--- src/design/mlpq_pkg.sv ---
package mlpq_pkg;

	localparam int NUM_LEVELS  = 8;
	localparam int MAX_THREADS = 64;
	localparam int LEVEL_W     = $clog2(NUM_LEVELS);
	localparam int THREAD_W    = $clog2(MAX_THREADS);

	typedef enum logic [1:0] {
		CMD_ADD      = 2'd0,
		CMD_SCHEDULE = 2'd1,
		CMD_EVICT    = 2'd2,
		CMD_PREEMPT  = 2'd3
	} cmd_t;

	typedef enum logic [1:0] {
		ST_IDLE = 2'b01,
		ST_LINK = 2'b10
	} state_t;

	// controller -> datapath
	typedef struct packed {
		logic accept;       // request taken this cycle
		logic link_commit;  // load the popped level's head from the link read
	} dp_cmd_t;

	// datapath -> controller
	typedef struct packed {
		logic need_link;    // incoming schedule pops a head that has a successor
	} dp_stat_t;

endpackage

--- src/design/mlpq_ctrl.sv ---
module mlpq_ctrl (
	input  logic               clk,
	input  logic               arst_n,
	input  logic               in_valid,
	output logic               in_ready,
	output logic               out_valid,
	input  logic               out_ready,
	input  mlpq_pkg::dp_stat_t stat,
	output mlpq_pkg::dp_cmd_t  cmd,
	output logic               busy
);
	import mlpq_pkg::*;

	state_t state_q;
	logic   out_valid_q;
	logic   accept;

	assign in_ready  = (state_q == ST_IDLE) && (!out_valid_q || out_ready);
	assign accept    = in_valid && in_ready;
	assign out_valid = out_valid_q;
	assign busy      = (state_q == ST_LINK);

	assign cmd.accept      = accept;
	assign cmd.link_commit = (state_q == ST_LINK);

	always_ff @(posedge clk or negedge arst_n) begin
		if (!arst_n) begin
			state_q     <= ST_IDLE;
			out_valid_q <= 1'b0;
		end else begin
			unique case (state_q)
				ST_IDLE: begin
					if (accept && stat.need_link)
						state_q <= ST_LINK;
				end
				ST_LINK: begin
					state_q <= ST_IDLE;
				end
				default: begin
					state_q <= ST_IDLE;
				end
			endcase
			if (accept)
				out_valid_q <= 1'b1;
			else if (out_ready)
				out_valid_q <= 1'b0;
		end
	end

endmodule

--- src/design/mlpq_dp.sv ---
module mlpq_dp (
	input  logic                            clk,
	input  logic                            arst_n,
	input  mlpq_pkg::dp_cmd_t               cmd,
	output mlpq_pkg::dp_stat_t              stat,
	input  logic [1:0]                      command,
	input  logic [mlpq_pkg::THREAD_W-1:0]   thread_id,
	input  logic [mlpq_pkg::LEVEL_W-1:0]    priority_req,
	output logic [mlpq_pkg::THREAD_W-1:0]   result_thread,
	output logic                            result_valid,
	output logic                            status
);
	import mlpq_pkg::*;

	// queue state
	logic [THREAD_W-1:0] head_q [NUM_LEVELS];
	logic [THREAD_W-1:0] tail_q [NUM_LEVELS];
	logic [NUM_LEVELS-1:0] nonempty_q;
	logic [THREAD_W-1:0] link_q [MAX_THREADS];
	logic [THREAD_W-1:0] link_rd_q;
	logic [LEVEL_W-1:0]  pop_lvl_q;

	// running thread
	logic [THREAD_W-1:0] run_thread_q;
	logic                run_valid_q;
	logic [LEVEL_W-1:0]  run_pri_q;

	// result register
	logic [THREAD_W-1:0] res_thread_q;
	logic                res_valid_q;
	logic                res_status_q;

	cmd_t                cmd_in;
	logic                found;
	logic [LEVEL_W-1:0]  sched_lvl;
	logic [THREAD_W-1:0] sched_head;
	logic                sched_last;
	logic                is_add;
	logic                is_sched;
	logic                is_take;
	logic                enq_en;
	logic [THREAD_W-1:0] enq_tid;
	logic [LEVEL_W-1:0]  enq_lvl;
	logic                enq_append;

	assign cmd_in   = cmd_t'(command);
	assign is_add   = (cmd_in == CMD_ADD);
	assign is_sched = (cmd_in == CMD_SCHEDULE);
	assign is_take  = (cmd_in == CMD_EVICT) || (cmd_in == CMD_PREEMPT);

	// lowest-numbered nonempty level wins
	always_comb begin
		found     = 1'b0;
		sched_lvl = '0;
		for (int i = NUM_LEVELS - 1; i >= 0; i--) begin
			if (nonempty_q[i]) begin
				found     = 1'b1;
				sched_lvl = LEVEL_W'(i);
			end
		end
	end

	assign sched_head = head_q[sched_lvl];
	assign sched_last = (sched_head == tail_q[sched_lvl]);

	// add enqueues the request's thread; preempt re-queues the running one
	assign enq_en     = cmd.accept &&
		(is_add || ((cmd_in == CMD_PREEMPT) && run_valid_q));
	assign enq_tid    = is_add ? thread_id : run_thread_q;
	assign enq_lvl    = is_add ? priority_req : run_pri_q;
	assign enq_append = nonempty_q[enq_lvl];

	assign stat.need_link = is_sched && found && !sched_last;

	always_ff @(posedge clk or negedge arst_n) begin
		if (!arst_n) begin
			nonempty_q   <= '0;
			run_thread_q <= '0;
			run_valid_q  <= 1'b0;
			run_pri_q    <= '0;
		end else if (cmd.accept) begin
			if (enq_en && !enq_append)
				nonempty_q[enq_lvl] <= 1'b1;
			if (is_sched && found) begin
				if (sched_last)
					nonempty_q[sched_lvl] <= 1'b0;
				run_thread_q <= sched_head;
				run_valid_q  <= 1'b1;
				run_pri_q    <= sched_lvl;
			end
			if (is_take)
				run_valid_q <= 1'b0;
		end
	end

	always_ff @(posedge clk) begin
		if (enq_en) begin
			if (!enq_append)
				head_q[enq_lvl] <= enq_tid;
			tail_q[enq_lvl] <= enq_tid;
		end
		if (cmd.link_commit)
			head_q[pop_lvl_q] <= link_rd_q;
	end

	// link memory: one write, one registered read
	always_ff @(posedge clk) begin
		if (enq_en && enq_append)
			link_q[tail_q[enq_lvl]] <= enq_tid;
		if (cmd.accept && stat.need_link) begin
			link_rd_q <= link_q[sched_head];
			pop_lvl_q <= sched_lvl;
		end
	end

	always_ff @(posedge clk) begin
		if (cmd.accept) begin
			unique case (cmd_in)
				CMD_ADD: begin
					res_thread_q <= '0;
					res_valid_q  <= 1'b0;
					res_status_q <= 1'b0;
				end
				CMD_SCHEDULE: begin
					res_thread_q <= found ? sched_head : '0;
					res_valid_q  <= found;
					res_status_q <= !found;
				end
				CMD_EVICT, CMD_PREEMPT: begin
					res_thread_q <= run_valid_q ? run_thread_q : '0;
					res_valid_q  <= run_valid_q;
					res_status_q <= 1'b0;
				end
				default: begin
					res_thread_q <= '0;
					res_valid_q  <= 1'b0;
					res_status_q <= 1'b0;
				end
			endcase
		end
	end

	assign result_thread = res_thread_q;
	assign result_valid  = res_valid_q;
	assign status        = res_status_q;

endmodule

--- src/design/multilevel_priority_fifo_scheduler.sv ---
// Thread scheduler with one FIFO ready queue per priority level (level 0 is
// served first), kept as linked lists in a 64-entry link memory. Each request
// on s_axis gives exactly one result on m_axis. Add, evict, preempt, a schedule
// that finds every level empty and a schedule that takes the last thread of a
// level stay in the idle state; a schedule that leaves threads in its level
// also passes through the link state, taking no request there, since the new
// head comes from the registered read port of the link memory. A finished
// result sits in an output register; outside the link state the next request
// can be taken in the same cycle that the result is taken. Reset clears the
// level flags and the running thread; heads, tails and links are only defined once written.
module multilevel_priority_fifo_scheduler (
	input  logic        clk,
	input  logic        arst_n,
	input  logic        s_axis_tvalid,
	output logic        s_axis_tready,
	input  logic [15:0] s_axis_tdata,   // command[1:0], thread_id[7:2], priority_req[10:8]
	output logic        m_axis_tvalid,
	input  logic        m_axis_tready,
	output logic [7:0]  m_axis_tdata    // result_thread[5:0], result_valid[6], status[7]
);
	import mlpq_pkg::*;

	dp_cmd_t             cmd;
	dp_stat_t            stat;
	logic                busy;
	logic [THREAD_W-1:0] result_thread;
	logic                result_valid;
	logic                status;

	mlpq_ctrl u_ctrl (
		.clk       (clk),
		.arst_n    (arst_n),
		.in_valid  (s_axis_tvalid),
		.in_ready  (s_axis_tready),
		.out_valid (m_axis_tvalid),
		.out_ready (m_axis_tready),
		.stat      (stat),
		.cmd       (cmd),
		.busy      (busy)
	);

	mlpq_dp u_dp (
		.clk           (clk),
		.arst_n        (arst_n),
		.cmd           (cmd),
		.stat          (stat),
		.command       (s_axis_tdata[1:0]),
		.thread_id     (s_axis_tdata[7:2]),
		.priority_req  (s_axis_tdata[10:8]),
		.result_thread (result_thread),
		.result_valid  (result_valid),
		.status        (status)
	);

	assign m_axis_tdata = {status, result_valid, result_thread};

`ifndef ASSERT_OFF
	a_link_one_cycle: assert property (@(posedge clk) disable iff (!arst_n)
		busy |=> !busy)
		else $error("link update state lasted more than one cycle");

	a_no_accept_busy: assert property (@(posedge clk) disable iff (!arst_n)
		busy |-> !s_axis_tready)
		else $error("request taken during link update");

	a_no_overrun: assert property (@(posedge clk) disable iff (!arst_n)
		(s_axis_tvalid && s_axis_tready) |-> !(m_axis_tvalid && !m_axis_tready))
		else $error("request taken while a result is stalled");

	a_status_excl: assert property (@(posedge clk) disable iff (!arst_n)
		m_axis_tvalid |-> !(m_axis_tdata[7] && m_axis_tdata[6]))
		else $error("empty status reported with a valid thread");
`endif

endmodule
--- config.mk ---
export PLATFORM = sky130hd
export DESIGN_NAME = multilevel_priority_fifo_scheduler
export DESIGN_NICKNAME = d
export VERILOG_FILES = /design/src/design/mlpq_pkg.sv /design/src/design/mlpq_ctrl.sv /design/src/design/mlpq_dp.sv /design/src/design/multilevel_priority_fifo_scheduler.sv
export SDC_FILE = /design/constraint.sdc
export NUM_CORES = 1
export LEC_CHECK = 0
export BUFFER_PORTS_ARGS = -buffer_cell sky130_fd_sc_hd__buf_2
export CAP_MARGIN = 20
export CORE_AREA = 2 2 190 192
export DETAILED_ROUTE_END_ITERATION = 12
export DIE_AREA = 0 0 192 194
export PLACE_DENSITY = 0.9
export SYNTH_ARGS = -nofsm -noshare
export SYNTH_HDL_FRONTEND = slang
export SYNTH_HIERARCHICAL = 1
export SYNTH_SLANG_ARGS = --single-unit
--- constraint.sdc ---
create_clock -name clk -period 4.2 [get_ports clk]
set_input_delay 0.21 -clock clk [delete_from_list [all_inputs] [get_ports clk]]
set_output_delay 0.21 -clock clk [all_outputs]
set_load 0.05 [all_outputs]
==> flow_summary_export.csv <==
group,metric,value,unit
synthesis,yosys_warnings,6,
floorplan,core,35200,µm²
setup_path,cpMaxStageDelayCell,"or4_4",
sta,worst_pin_slew,1050,ps
global_route,antenna_found_initial,0,
clock_network,numCtsBuffers,49,
floorplan,fp.dieW,192,µm
setup_path,regToRegSetupSlack,20,ps
synthesis,syn_inst,1744,
synthesis,synth.top_cell.area_share,0.678,
final_layout,layout-drive-gt1-share,0.117,
clock_network,clk-insertion-delay-late,570,ps
synthesis,yosys_most_used_dff,"edfxtp_1",
clock_network,cts_num_sinks,518,
synthesis,ys_top_cells_by_area,"edfxtp_1 68%, nand2_1 6.2%, mux2i_1 4.1%, a21oi_1 2.9%, nor2_1 2.7%",
route,drtIter0Drc,2442,
global_route,grt_start_max_net_pins,73,
floorplan,rows,69,
final_layout,multi_input_area,6070,µm²
sta,fmax,239,MHz
setup_path,reg2reg_to,"u_dp/link_rd_q[0]",
synthesis,syn_nets,1764,
sta,rsz0062_at_grt,"yes",
setup_path,start_kind,"register",
setup_path,path_class,"register to register",
route,wl,55800,µm
setup_path,slowest_delay,670,ps
synthesis,syn_area,22000,µm²
synthesis,synth_edf_count,497,
clock_network,cts_tree,"built",
global_route,track_usage,0.299,
final_layout,seq_area,15500,µm²
place,gp_congestion,0.906,
synthesis,synth.distinct_cells,64,
clock_network,cts_setup_buffers,0,
power,powerDensity,698,nW/µm²
setup_path,crit_chain,"nor2b_1 > o21bai_4 > and2_4 > a211oi_2 > or4_4 > buf_12 > buf_4 > nand2_1 > and3_1 > a31oi_1 > a221oi_1 > nor4_1",
setup_path,crit_required,4470,ps
synthesis,synthArstFlopShare,0.0405,
job,maxCapViolations,0,
route,remaining_drc_errors,0,
place,dp_slack,-0.677,ps
setup_path,crit_path_end,"u_dp/link_rd_q[0]",
route,routed_via_density,6.66,
sta,finalWorstSetupSlack,24.0,ps
route,num_vias,15400,
clock_network,clkTransAtPathRegs,60,ps
synthesis,synth_seq_cells,518,
clock_network,htreeDepth,2,
setup_path,startpoint,"u_dp/nonempty_q[3]",
sta,maxSlewHeadroom,0.283,
clock_network,ctsLongestPathBuffers,3,
sta,finalSetupTns,0,ps
global_route,grt_pass1_wl,84500,µm
final_layout,fill_cells,2172,
sta,finalHoldViolCount,0,
run_status,outcome,"finished clean",
place,port_buffers,24,
floorplan,dieArea,37200,µm²
synthesis,yosysSeqAreaShare,0.702,
sta,setup_viol,0,
setup_path,r2r_cells,12,
final_layout,final_cell_area,24600,µm²
route,wl_per_cell,24.2,µm
synthesis,yosysTopAreaCell,"edfxtp_1",
setup_path,cp-end-kind,"register",
final_layout,final_nets,1830,
clock_network,cts-root-buf,"clkbuf_16",
setup_path,crit_fanout,56,
floorplan,io_pins,30,
global_route,grt_pass1_vias,15000,
floorplan,fp.dieH,194,µm
setup_path,timing.rr.start,"u_dp/nonempty_q[3]",
final_layout,areaGrowthSynthToFinish,11.7,%
sta,hold_slack,10.1,ps
floorplan,start_util,0.625,
place,place_area,22900,µm²
final_layout,antenna_cells,0,
global_route,grt_overflow,0,
route,drtPass1Iterations,7,
sta,period_minus_slack,4180,ps
synthesis,synth.avg_cell_area,12.6,µm²
place,hpwl,34400,µm
power,ir_drop,0.415,mV
setup_path,arrival,4450,ps
sta,drv_slew,0,
route,antenna_left,0,
sta,skew,26.4,ps
sta,min_period_over_period,0.994,
worst_hold_path,holdCritPathClass,"input pin to register",
worst_hold_path,min_path_cells,3,
power,p_leak,8.67,nW
synthesized netlist by cell type, drive strengths merged, types with 25 or more instances:
| cell | number |
|---|---|
| nand2 | 362 |
| a21oi | 127 |
| buf | 63 |
| mux2i | 91 |
| o21ai | 53 |
| edfxtp | 497 |
| nor4 | 28 |
| nand3 | 78 |
| clkbuf | 33 |
| and3 | 25 |
| nor2 | 160 |
| o22ai | 35 |
per-stage QoR:
stage / utilization / cells / power [mW]
2_1_floorplan: - / 1744 / 10.6
3_3_place_gp: 0.651 / 2217 / 12.3
3_5_place_dp: 0.651 / 2217 / 12.6
4_1_cts: 0.697 / 2309 / 16.9
5_1_grt: 0.698 / 2309 / 17.7
6_report: 0.698 / 2309 / 17.2
cell type report:
class / count / share of cell area
clock buffer: 59 / 0.0522
clock inverter: 30 / 0.0114
inverter: 16 / 0.00244
multi-input combinational: 1114 / 0.247
sequential: 518 / 0.628
tap: 461 / 0.0234
timing repair buffer: 111 / 0.0358
state kept, by name, indices dropped and copies added (netlist names):
signal and count:
u_dp/status 1, u_dp/nonempty_q 8, u_dp/run_thread_q 6, u_dp/result_valid 1, u_ctrl/state_q 2, u_dp/result_thread 6
u_dp/head_q 48, u_dp/run_pri_q 3, u_dp/link_q 384, u_dp/link_rd_q 6, u_dp/run_valid_q 1, u_dp/tail_q 48
u_dp/pop_lvl_q 3, u_ctrl/out_valid 1
worst min-delay path by stage:
| stage | from | end |
|---|---|---|
| after global placement | arst_n | u_dp/run_valid_q |
| after CTS | m_axis_tready | u_ctrl/out_valid |
| final | m_axis_tready | u_ctrl/out_valid |
| after detailed placement | arst_n | u_ctrl/out_valid |
| after global routing | m_axis_tready | u_ctrl/out_valid |
| after floorplan | arst_n | u_ctrl/out_valid |
worst max-delay path, delay by kind of cell, from the launching register on:
kind,cells,cell delay [ps]
and+or+nand+nor,6,1660
AOI/OAI and AO/OA,4,1180
buffers and inverters,2,520
DFF,1,460
timing repair:
action / 4_1_cts / 5_1_grt
gates resized for setup: 1 / 11
endpoints found under the setup margin: 2 / 10
hold buffers: 3 / 0
endpoints found under the hold margin: 25 / 0
pin swaps: 0 / 0
cells in the final DEF, fill, tap and decap left out, types with 18 or more instances in the layout:
cell type and count:
edfxtp_1 497, nand2_1 360, nor2_1 157, a21oi_1 126, mux2i_1 91, nand3_1 77, buf_4 76, clkbuf_16 50
o21ai_0 50, o22ai_1 35, and3_1 25, buf_2 24, dfrtp_1 20, a31oi_1 19, nor4_1 18
metal layers:
layer  global-route usage  vias up  routed length (µm)
met4                0.153        0                3080
met1                0.382     7295               19000
li1                     -     6584                   -
met2                0.483     1223               26800
met5                    0        -                   0
met3               0.0652      271                6920
kinds of logic after synthesis:
group | synth area share
compound gates | 0.0863
xor+xnor | 0.00239
buf+inv | 0.0269
flops | 0.702
mux | 0.0429
simple gates | 0.140
where the power goes:
| part | switching [mW] | leakage (nW) | internal, mW |
|---|---|---|---|
| clock network | 1.84 | 0.767 | 2.48 |
| logic | 4.38 | 3.12 | 1.91 |
| registers | 0.157 | 4.77 | 6.38 |
(Power assumes the default switching activity.)
